[src/design/bcce_pkg.sv]
package bcce_pkg;

  localparam int unsigned NumDots   = 8;
  localparam int unsigned IdW       = 3;
  localparam int unsigned CountW    = 4;
  localparam int unsigned RowW      = 7;
  localparam int unsigned ChanW     = 8;
  localparam int unsigned ColorW    = 24;
  localparam int unsigned CodeW     = 14;
  localparam int unsigned PatternW  = 8;
  localparam int unsigned NumColors = 7;
  localparam int unsigned CfgIdxW   = 3;

  localparam logic [CodeW-1:0] BrailleBase = 14'h2800;

  // braille bit position of each dot, fields ordered left column then right column
  localparam logic [NumDots-1:0][2:0] DotBitPos = {
    3'd7, 3'd5, 3'd4, 3'd3,
    3'd6, 3'd2, 3'd1, 3'd0
  };

  // entry 0 is the colour of layer id 1
  localparam logic [NumColors-1:0][ColorW-1:0] PaletteReset = {
    24'h282832, 24'hEED6AF, 24'h1E90FF, 24'h22B422,
    24'h8B5A2B, 24'hDCDCE6, 24'hFFDC32
  };

  typedef logic [NumDots-1:0][IdW-1:0] dots_t;

  typedef struct packed {
    logic [PatternW-1:0] pattern;
    logic [IdW-1:0]      dom_id;
    logic                is_default;
  } cell_info_t;

  typedef struct packed {
    logic [ChanW-1:0] red;
    logic [ChanW-1:0] green;
    logic [ChanW-1:0] blue;
  } rgb_t;

endpackage

[src/design/bcce_dominant.sv]
module bcce_dominant (
  input  bcce_pkg::dots_t      dots_i,
  output bcce_pkg::cell_info_t info_o
);

  logic [bcce_pkg::PatternW-1:0] pattern;
  logic [bcce_pkg::CountW-1:0]   counts [1:bcce_pkg::NumColors];
  logic [bcce_pkg::IdW-1:0]      best_id;
  logic [bcce_pkg::CountW-1:0]   best_cnt;

  always_comb begin
    pattern = '0;
    for (int d = 0; d < bcce_pkg::NumDots; d++) begin
      if (dots_i[d] != '0) begin
        pattern[bcce_pkg::DotBitPos[d]] = 1'b1;
      end
    end
  end

  // one population count per layer id, all in parallel
  always_comb begin
    for (int id = 1; id <= bcce_pkg::NumColors; id++) begin
      counts[id] = '0;
      for (int d = 0; d < bcce_pkg::NumDots; d++) begin
        counts[id] = counts[id] +
                     bcce_pkg::CountW'(dots_i[d] == bcce_pkg::IdW'(id));
      end
    end
  end

  // strict compare keeps the lowest id on a tie
  always_comb begin
    best_id  = '0;
    best_cnt = '0;
    for (int id = 1; id <= bcce_pkg::NumColors; id++) begin
      if (counts[id] > best_cnt) begin
        best_id  = bcce_pkg::IdW'(id);
        best_cnt = counts[id];
      end
    end
  end

  assign info_o.pattern    = pattern;
  assign info_o.dom_id     = best_id;
  assign info_o.is_default = (best_id == '0);

endmodule

[src/design/bcce_gradient.sv]
module bcce_gradient (
  input  logic [bcce_pkg::RowW-1:0] row_i,
  output bcce_pkg::rgb_t            bg_o
);

  localparam int unsigned SumW = 10;
  localparam logic [bcce_pkg::RowW-1:0] Band1Start = 7'd40;
  localparam logic [bcce_pkg::RowW-1:0] Band2Start = 7'd50;
  localparam logic [SumW-1:0] ChanMax = 10'd255;

  logic [SumW-1:0] row_w;
  logic [SumW-1:0] off1;
  logic [SumW-1:0] off2;
  logic [SumW-1:0] red_w;
  logic [SumW-1:0] green_w;
  logic [SumW-1:0] blue_w;

  function automatic logic [bcce_pkg::ChanW-1:0] sat8(input logic [SumW-1:0] v);
    return (v > ChanMax) ? bcce_pkg::ChanW'(ChanMax) : v[bcce_pkg::ChanW-1:0];
  endfunction

  assign row_w = SumW'(row_i);
  assign off1  = SumW'(row_i - Band1Start);
  assign off2  = SumW'(row_i - Band2Start);

  always_comb begin
    priority if (row_i < Band1Start) begin
      red_w   = row_w + 10'd8;
      green_w = (row_w << 1) + 10'd12;
      blue_w  = (row_w << 1) + 10'd60;
    end else if (row_i < Band2Start) begin
      red_w   = 10'd5;
      green_w = (off1 << 1) + 10'd20;
      blue_w  = (off1 << 1) + off1 + 10'd80;
    end else begin
      // only this band can run past full scale
      red_w   = (off2 << 1) + off2 + 10'd80;
      green_w = (off2 << 1) + 10'd60;
      blue_w  = 10'd30;
    end
  end

  assign bg_o.red   = sat8(red_w);
  assign bg_o.green = sat8(green_w);
  assign bg_o.blue  = sat8(blue_w);

endmodule

[src/design/bcce_palette.sv]
module bcce_palette (
  input  logic                         clk_i,
  input  logic                         rst_ni,
  input  logic                         cfg_we_i,
  input  logic [bcce_pkg::CfgIdxW-1:0] cfg_index_i,
  input  logic [bcce_pkg::ColorW-1:0]  cfg_data_i,
  input  logic [bcce_pkg::IdW-1:0]     rd_id_i,
  output logic [bcce_pkg::ColorW-1:0]  color_o
);

  logic [bcce_pkg::NumColors-1:0][bcce_pkg::ColorW-1:0] pal_q;
  logic [bcce_pkg::IdW-1:0] rd_idx;

  always_ff @(posedge clk_i or negedge rst_ni) begin
    if (!rst_ni) begin
      pal_q <= bcce_pkg::PaletteReset;
    end else if (cfg_we_i && (cfg_index_i < bcce_pkg::CfgIdxW'(bcce_pkg::NumColors))) begin
      pal_q[cfg_index_i] <= cfg_data_i;
    end
  end

  assign rd_idx  = bcce_pkg::IdW'(rd_id_i - 3'd1);
  assign color_o = (rd_id_i == '0) ? '0 : pal_q[rd_idx];

endmodule

[src/design/braille_cell_color_encoder_top.sv]
// a result passes through the input register, then the result register
// throughput: one cell per cycle while out_stall_i is low, set by that register pair
// with the input register empty, a transfer is taken while a result waits downstream
// reset: pipeline valids clear, palette registers load their default colours
module braille_cell_color_encoder_top (
  input  logic                         clk_i,
  input  logic                         rst_ni,
  input  logic                         in_valid_i,
  output logic                         in_stall_o,
  input  logic [bcce_pkg::IdW-1:0]     dot_row0_left_i,
  input  logic [bcce_pkg::IdW-1:0]     dot_row1_left_i,
  input  logic [bcce_pkg::IdW-1:0]     dot_row2_left_i,
  input  logic [bcce_pkg::IdW-1:0]     dot_row3_left_i,
  input  logic [bcce_pkg::IdW-1:0]     dot_row0_right_i,
  input  logic [bcce_pkg::IdW-1:0]     dot_row1_right_i,
  input  logic [bcce_pkg::IdW-1:0]     dot_row2_right_i,
  input  logic [bcce_pkg::IdW-1:0]     dot_row3_right_i,
  input  logic [bcce_pkg::RowW-1:0]    cell_row_i,
  output logic                         out_valid_o,
  input  logic                         out_stall_i,
  output logic [bcce_pkg::CodeW-1:0]   braille_code_o,
  output logic [bcce_pkg::IdW-1:0]     dominant_id_o,
  output logic                         fg_is_default_o,
  output logic [bcce_pkg::ColorW-1:0]  fg_color_o,
  output logic [bcce_pkg::ChanW-1:0]   bg_red_o,
  output logic [bcce_pkg::ChanW-1:0]   bg_green_o,
  output logic [bcce_pkg::ChanW-1:0]   bg_blue_o,
  input  logic                         cfg_we_i,
  input  logic [bcce_pkg::CfgIdxW-1:0] cfg_index_i,
  input  logic [bcce_pkg::ColorW-1:0]  cfg_data_i
);

  logic                         s1_valid_q;
  bcce_pkg::dots_t              dots_q;
  logic [bcce_pkg::RowW-1:0]    row_q;
  logic                         out_valid_q;
  logic                         s2_adv;
  logic                         in_accept;

  bcce_pkg::cell_info_t         info;
  bcce_pkg::rgb_t               bg;
  logic [bcce_pkg::ColorW-1:0]  fg_color;

  logic [bcce_pkg::CodeW-1:0]   code_q;
  logic [bcce_pkg::IdW-1:0]     dom_id_q;
  logic                         is_default_q;
  logic [bcce_pkg::ColorW-1:0]  fg_color_q;
  bcce_pkg::rgb_t               bg_q;

  assign s2_adv     = !out_valid_q || !out_stall_i;
  assign in_stall_o = s1_valid_q && !s2_adv;
  assign in_accept  = in_valid_i && !in_stall_o;

  always_ff @(posedge clk_i or negedge rst_ni) begin
    if (!rst_ni) begin
      s1_valid_q <= 1'b0;
    end else if (!in_stall_o) begin
      s1_valid_q <= in_valid_i;
    end
  end

  always_ff @(posedge clk_i) begin
    if (in_accept) begin
      dots_q <= {dot_row3_right_i, dot_row2_right_i, dot_row1_right_i, dot_row0_right_i,
                 dot_row3_left_i, dot_row2_left_i, dot_row1_left_i, dot_row0_left_i};
      row_q  <= cell_row_i;
    end
  end

  bcce_dominant u_dominant (
    .dots_i (dots_q),
    .info_o (info)
  );

  bcce_gradient u_gradient (
    .row_i (row_q),
    .bg_o  (bg)
  );

  bcce_palette u_palette (
    .clk_i       (clk_i),
    .rst_ni      (rst_ni),
    .cfg_we_i    (cfg_we_i),
    .cfg_index_i (cfg_index_i),
    .cfg_data_i  (cfg_data_i),
    .rd_id_i     (info.dom_id),
    .color_o     (fg_color)
  );

  always_ff @(posedge clk_i or negedge rst_ni) begin
    if (!rst_ni) begin
      out_valid_q <= 1'b0;
    end else if (s2_adv) begin
      out_valid_q <= s1_valid_q;
    end
  end

  always_ff @(posedge clk_i) begin
    if (s2_adv && s1_valid_q) begin
      code_q       <= bcce_pkg::BrailleBase | bcce_pkg::CodeW'(info.pattern);
      dom_id_q     <= info.dom_id;
      is_default_q <= info.is_default;
      fg_color_q   <= fg_color;
      bg_q         <= bg;
    end
  end

  assign out_valid_o     = out_valid_q;
  assign braille_code_o  = code_q;
  assign dominant_id_o   = dom_id_q;
  assign fg_is_default_o = is_default_q;
  assign fg_color_o      = fg_color_q;
  assign bg_red_o        = bg_q.red;
  assign bg_green_o      = bg_q.green;
  assign bg_blue_o       = bg_q.blue;

  // an empty cell carries no dots and no colour
  a_empty_cell: assert property (@(posedge clk_i) disable iff (!rst_ni)
    (out_valid_o && fg_is_default_o) |->
      (braille_code_o == bcce_pkg::BrailleBase && fg_color_o == '0 && dominant_id_o == '0))
    else $error("empty cell result inconsistent");

  // a dominant layer needs at least one dot set
  a_dominant_dots: assert property (@(posedge clk_i) disable iff (!rst_ni)
    (out_valid_o && !fg_is_default_o) |->
      (dominant_id_o != '0 && braille_code_o != bcce_pkg::BrailleBase))
    else $error("dominant id without dots");

  // stall only while an item is held in the input register
  a_stall_held: assert property (@(posedge clk_i) disable iff (!rst_ni)
    in_stall_o |-> s1_valid_q)
    else $error("stall with empty input register");

  // an accepted transfer reaches the result register once it is free
  a_accept_moves: assert property (@(posedge clk_i) disable iff (!rst_ni)
    (in_accept && !out_valid_q) |=> ##1 out_valid_q)
    else $error("accepted transfer lost");

endmodule
[config.mk]
export PLATFORM = sky130hd
export DESIGN_NAME = braille_cell_color_encoder_top
export DESIGN_NICKNAME = d
export VERILOG_FILES = /design/src/design/bcce_pkg.sv /design/src/design/bcce_dominant.sv /design/src/design/bcce_gradient.sv /design/src/design/bcce_palette.sv /design/src/design/braille_cell_color_encoder_top.sv
export SDC_FILE = /design/constraint.sdc
export NUM_CORES = 1
export LEC_CHECK = 0
export BUFFER_PORTS_ARGS = -buffer_cell sky130_fd_sc_hd__buf_4
export CAP_MARGIN = 25
export CORE_ASPECT_RATIO = 1.5
export CORE_MARGIN = 2
export CORE_UTILIZATION = 32
export CTS_CLUSTER_SIZE = 25
export DETAILED_ROUTE_END_ITERATION = 6
export HOLD_SLACK_MARGIN = 0.03
export PLACE_DENSITY = 0.54
export SLEW_MARGIN = 20
export SYNTH_ARGS = -nofsm -noshare
export SYNTH_HDL_FRONTEND = slang
export SYNTH_HIERARCHICAL = 1
export SYNTH_SLANG_ARGS = --single-unit
[constraint.sdc]
create_clock -name clk_i -period 11 [get_ports clk_i]
set_clock_uncertainty 0.05 [all_clocks]
set_input_delay 0.55 -clock clk_i [delete_from_list [all_inputs] [get_ports clk_i]]
set_output_delay 0.55 -clock clk_i [all_outputs]
set_load 0.03 [all_outputs]
==> key figures, run 1 <==
Place
  • Buffers on Ports: approximately 120
  • HPWL Detailed: approximately 26 mm
  • RePlAce Congestion: 0.769

Min path
  • Worst Hold Class: primary input to register

Synth
  • Post-Syn Area per Cell: 13.0 sq um
  • Synthesized area: between 0.01 and 0.015 sq mm
  • Sequential fraction of the synthesis area: between 40% and 50%
  • Synth Warn #: 6
  • Top cells by area, synth: edfxtp_1 18%, dfstp_2 16%, mux2_2 14%
  • Yosys top cell by area: edfxtp_1
  • Main flop type after synthesis: edfxtp_1
  • Count of state elements after synthesis: around 260
  • Mapped Cells: 1148
  • FFs w/ async S/R, synth: 65.1%
  • Number of flops mapped to enable cells by yosys: 91
  • Top-area cell type share of the netlist area: 18.3%
  • Distinct cells, synth: 84

Die
  • Num ports: 131
  • Die width: roughly 180 um
  • Core Area: roughly 0.046 sq mm
  • Full die area: 0.0484 sq mm
  • Row count: 96
  • Starting Density: ~33%
  • Die extent in y: about 270 um

Final layout
  • Final Util: 42.4%
  • Share of layout cells above drive strength 1: a little over half
  • # diodes: 0
  • Commonest cells after routing, fill and taps aside: 219 x buf_4, 188 x mux2_2, 91 x edfxtp_1, 89 x dfstp_2, 81 x dfrtp_1
  • Commonest non-fill, non-tap cell in the layout: buf_4
  • Net count, final: 1564
  • Area growth syn-to-layout: 30.4%

Drt
  • DRC violations left: 0
  • Vias/cell: about 5
  • Antenna Nets Post-Route: 0
  • Initial drt markers: around 250
  • Wire per inst: 19.0 um
  • Drt first pass iters: 4
  • Detailed Route WL: between 30 and 40 mm
  • DR vias: 9936

STA
  • Worst setup margin: -0.313 ns
  • Tightest Pin Transition: between 0.9 and 1 ns
  • Fmax: around 88 MHz
  • Fin crit share: 103%
  • Final hold violation count: 0
  • RSZ-0062 raised after global routing: yes
  • Final Setup Violations: 24
  • Slew Limit Fails: 0
  • Slew HR: a little over a third
  • Min Tclk post-route: 11.31 ns

Status
  • Outcome: finished with violations
  • Failing checks: setup timing

Setup path
  • Peak per-stage delay on the critical path: ~0.50 ns
  • Path type of the worst setup path: register to register
  • Critical Path RT: between 10 and 15 ns
  • Critical Path AT: ~12 ns
  • CP max FO: 11
  • Worst Setup Start Kind: register
  • CP endpoint kind: register
  • Crit-path slowest cell: edfxtp_1

CTS
  • CTS Buffer Depth: 3
  • Worst-skew pair later-pin latency: 0.56 ns
  • H-tree Lvls: 1
  • Clk slew on worst S/H paths: ~0.06 ns
  • # clock sinks: around 260
  • CTS root buffer: clkbuf_16
  • CTS tree: built
  • Num CTS Buffers: 28

Global routing
  • Largest net degree at the start of global routing: 61
  • GR Util All Layers: between 10% and 20%
  • Vias in the first global route: 10.6k
  • Gr ovfl total: 0
  • First-pass GRT wire length: ~60 mm
  • Initial antenna violation count: 1

Flow run
  • Max Cap Viol: 0
[layer usage]
layer  track usage [%]  up-vias  routed length (um)
met1              18.0     5068               15400
met5                 0        -                  16
li1                  -     4667                   -
met3              2.65       50                1450
met4              3.86        2                 732
met2              29.7      149               20400
[cell type report]
cell class	instances	area [sq um]
multi-input cells	760	8080
fillers	4241	26400
well taps	588	736
clock buffers	46	911
clock inverters	6	31.3
inverters	82	313
flip-flops and latches	261	7100
repair buffers	254	2290
[cell usage after synthesis (all sizes together) (19+ instances only)]
| cell | number |
|---|---|
| a221oi | 26 |
| inv | 82 |
| xnor2 | 19 |
| dfrtp | 81 |
| nand2 | 39 |
| edfxtp | 91 |
| ha | 84 |
| buf | 35 |
| nor2 | 56 |
| nor3 | 29 |
| o21ai | 34 |
| mux4 | 24 |
| a21oi | 32 |
| mux2 | 198 |
| dfstp | 89 |
| fa | 30 |
[worst max-delay path, delay by kind of cell, from the launching register on]
family,cells,cell delay [ns]
fa+ha+maj,12,3.70
simple gates,16,2.28
flops,1,0.50
xor+xnor,2,0.29
mux,4,1.11
compound gates,14,1.98
buf+inv,11,1.08
[final timing paths]
| check | from | to | slack, ns | cells past startpoint |
|---|---|---|---|---|
| worst max-delay path | dots_q[11] | fg_color_o[23] | -0.31 | 59 |
| worst min-delay path | dot_row2_left_i[1] | dots_q[7] | 0.11 | 1 |
| worst max register to register | dots_q[11] | fg_color_o[23] | -0.31 | 59 |
| worst min register to register | u_palette/pal_q[54] | u_palette/pal_q[54] | 0.44 | 1 |
| max in group asynchronous | rst_ni | out_valid_o | 8.53 | 4 |
| min in group asynchronous | rst_ni | u_palette/pal_q[8] | 0.47 | 2 |
[kinds of logic (layout without fill, tap and decap cells)]
logic type / count (synthesis) / after routing / synth area share, %
AOI/OAI and AO/OA: 148 / 148 / 7.15
xor gates and xnor gates: 37 / 37 / 2.22
muxes: 226 / 226 / 18.9
buffers and inverters: 131 / 388 / 4.19
other: 2 / 6 / 0.0503
DFF: 261 / 261 / 47.6
adders and majority gates: 114 / 114 / 11.1
and+or+nand+nor: 229 / 229 / 8.82
[stage by stage]
| step | hold WS (ns) | cells | setup TNS, ns | setup WS, ns | cell area [sq um] |
|---|---|---|---|---|---|
| floorplan | 0.204 | 1152 | -2.61 | -0.140 | 15300 |
| CTS | 0.0770 | 1992 | -4.90 | -0.256 | 19200 |
| finish | 0.112 | 1997 | -6.38 | -0.313 | 19500 |
| global route | 0.0786 | 1997 | -18.22 | -0.792 | 19500 |
| detailed placement | 0.430 | 1910 | -12.96 | -0.614 | 17500 |
| global placement | 0.415 | 1910 | -6.56 | -0.347 | 17500 |
[registers in the layout (all words and copies together) (netlist names), 3 cells and up]
signal and cells:
bg_red_o 8, dominant_id_o 3, u_palette/pal_q 168, bg_blue_o 8, braille_code_o 8, dots_q 24, bg_green_o 8, fg_color_o 24
row_q 7
[repair_timing]
| item | CTS | global route |
|---|---|---|
| buffers inserted | 26 | 4 |
| cloned | 5 | 1 |
| hold buffers | 1 | 0 |
| setup endpoints to repair | 25 | 27 |
| pin swaps | 52 | 17 |
| hold endpoints to repair | 31 | 0 |
| gates resized for setup | 83 | 28 |
Power of run 1 is left out: the tool's default activity adds up to more than one toggle a clock period on the data nets, which glitch-free logic cannot reach.
==> inputs of run 2 (changes only) <==
--- a/config.mk
+++ b/config.mk
@@ -7,11 +7,12 @@
 export LEC_CHECK = 0
 export BUFFER_PORTS_ARGS = -buffer_cell sky130_fd_sc_hd__buf_4
 export CAP_MARGIN = 25
-export CORE_ASPECT_RATIO = 1.5
-export CORE_MARGIN = 2
+export CORE_ASPECT_RATIO = 0.75
+export CORE_MARGIN = 4
 export CORE_UTILIZATION = 32
 export CTS_CLUSTER_SIZE = 25
 export DETAILED_ROUTE_END_ITERATION = 6
+export GPL_ROUTABILITY_DRIVEN = 0
 export HOLD_SLACK_MARGIN = 0.03
 export PLACE_DENSITY = 0.54
 export SLEW_MARGIN = 20
==> key figures, run 2 (synthesis results as in run 1) <==
Status
  • Outcome: finished with violations
  • Failing checks: setup timing

Final layout
  • Net count, final: 1548 (-1.0%)
  • # diodes: 0 (unchanged)
  • Layout fillers: 4299 (+1.4%)
  • Most flops, register: u_palette/pal_q
  • Area of the multi-input gates: 0.00790 sq mm (-2.2%)
  • Area growth syn-to-layout: 28.1%
  • FF+latch area: 0.00710 sq mm (unchanged)
  • Final Util: 41.5% (-0.88 points)
  • Max reg flops: 168 (unchanged)
  • Commonest cells after routing, fill and taps aside: 210 x buf_4, 188 x mux2_2, 91 x edfxtp_1, 89 x dfstp_2, 81 x dfrtp_1
  • Commonest non-fill, non-tap cell in the layout: buf_4
  • Share of layout cells above drive strength 1: 51.5% (-2.1 points)

Min path
  • Worst Hold Class: primary input to register
  • Hold EP: dots_q[8]
  • Hold Path Cell Cnt: 1 (unchanged)
  • Hold_sp: dot_row2_left_i[2]

Setup path
  • WP buf/inv: 11 (unchanged)
  • CP endpoint kind: register
  • Worst path top cell family by delay: adder cells
  • Worst R2R Setup Slack: -0.38 ns (-0.06 ns)
  • Critical Path AT: 11.65 ns (+0.08 ns)
  • Worst Setup Start Kind: register
  • Peak per-stage delay on the critical path: 0.46 ns (-0.04 ns)
  • R2r endpoint: fg_color_o[4]
  • CP max FO: 6 (-5)
  • Critical Path RT: 11.27 ns (about the same)
  • Crit-path slowest cell: fa_1
  • Reg2reg start: dots_q[2]
  • R2R depth: 60 (+1.7%)
  • CP most frequent cell: inv_2
  • Path type of the worst setup path: register to register

Die
  • Row count: 68 (-29%)
  • Starting Density: 32.4% (-0.10 points)
  • Die width: 257 um (+43%)
  • Full die area: 0.0502 sq mm (+3.7%)
  • Num ports: 131 (unchanged)
  • Die extent in y: 195 um (-27%)
  • Core Area: 0.0460 sq mm (+0.32%)

Global routing
  • Largest net degree at the start of global routing: 74 (+21%)
  • Initial antenna violation count: 2 (+1)
  • Gr ovfl total: 0 (unchanged)
  • Vias in the first global route: 10.5k (-0.93%)
  • GR Util All Layers: 15.3% (-0.33 points)
  • First-pass GRT wire length: 61.3 mm (+2.4%)

STA
  • Fmax: 87.9 MHz (-0.55%)
  • Worst setup margin: -0.376 ns (-0.0628 ns)
  • Final hold violation count: 0 (unchanged)
  • Tightest Pin Transition: 1.02 ns (+0.0543 ns)
  • Fin crit share: 103% (+0.57 points)
  • Setup TNS: -7.83 ns (-1.45 ns)
  • Fin Hold WS: 0.0981 ns (-0.0142 ns)
  • RSZ-0062 raised after global routing: yes
  • Slew HR: 32.1% (-3.6 points)
  • Min Tclk post-route: 11.38 ns (+0.0628 ns)
  • Final Setup Violations: 24 (unchanged)
  • Slew Limit Fails: 0 (unchanged)

Drt
  • Vias/cell: 4.90 (-1.6%)
  • DRC violations left: 0 (unchanged)
  • Drt first pass iters: 4 (unchanged)
  • Initial drt markers: 568 (+120%)
  • Detailed Route WL: 38.6 mm (+1.5%)
  • DR vias: 9905 (-0.31%)
  • Antenna Nets Post-Route: 0 (unchanged)
  • Wire per inst: 19.1 um (+0.20%)

CTS
  • Num CTS Buffers: 29 (+3.6%)
  • CTS tree: built
  • Worst-skew pair later-pin latency: 0.57 ns (about the same)
  • # clock sinks: 261 (unchanged)
  • CTS root buffer: clkbuf_16
  • CTS Buffer Depth: 3 (unchanged)
  • H-tree Lvls: 1 (unchanged)
  • Clk slew on worst S/H paths: 0.06 ns (about the same)

Place
  • Buffers on Ports: 124 (unchanged)
  • HPWL Detailed: 25.4 mm (-0.65%)
  • DP Worst Slack: -0.614 ns (+0.000866 ns)

Flow run
  • Max Cap Viol: 0 (unchanged)
-- run 2: cell types whose count changed in the layout (fill, tap and decap cells not counted), sizes merged --
cell / change
buf: -15
bufbuf: -1
clkbuf: +1
clkinv: -1
-- run 2: final cells by class --
class / count / share of cell area, %
Multi-Input combinational cell: 760 / 41.3
Inverter: 82 / 1.64
Clock buffer: 48 / 4.70
Clock inverter: 5 / 0.236
Timing Repair Buffer: 237 / 10.8
Sequential cell: 261 / 37.2
Tap cell: 630 / 4.13
-- run 2: layer usage --
layer  wire, um  global-route usage [%]  vias up
met2      17000                    23.4      171
li1           -                       -     4643
met4       1000                    3.76        4
met1      18900                    22.3     5032
met3       1640                    2.96       55
met5         27                       0        -
-- run 2: worst reg2reg max path: cells and delay by family (launching register included) --
kind	cells	cell delay, ns
buffers and inverters	11	0.95
muxes	4	1.17
and+or+nand+nor	17	2.43
AOI/OAI and AO/OA	15	2.16
adders and majority gates	12	3.79
xor gates and xnor gates	1	0.16
DFF	1	0.43
-- run 2: how the worst max path moves through the flow --
stage | startpoint | end | slack [ns] | cells past startpoint
final | dots_q[2] | fg_color_o[4] | -0.38 | 60
after global routing | dots_q[2] | fg_color_o[14] | -0.88 | 59
after CTS | dots_q[0] | fg_color_o[1] | -0.23 | 57
after detailed placement | dots_q[10] | fg_color_o[20] | -0.61 | 60
after global placement | dots_q[11] | fg_color_o[18] | -0.41 | 58
after floorplan | dots_q[3] | fg_color_o[13] | -0.14 | 62
-- run 2: repair_timing --
item / in CTS / in global routing
pin swaps: 30 / 30
hold buffers: 1 / 0
endpoints found under the setup margin: 26 / 28
gates cloned: 2 / 0
setup buffers: 16 / 7
hold endpoints to repair: 25 / 0
resized for setup: 42 / 28
-- run 2: through the flow --
stage | instance area, sq um | cells
3_3_place_gp | 17500 | 1943
3_5_place_dp | 17500 | 1943
4_1_cts | 18900 | 2015
6_report | 19100 | 2023
5_1_grt | 19100 | 2023
2_1_floorplan | 15300 | 1152
Power of run 2 is left out for the same reason.
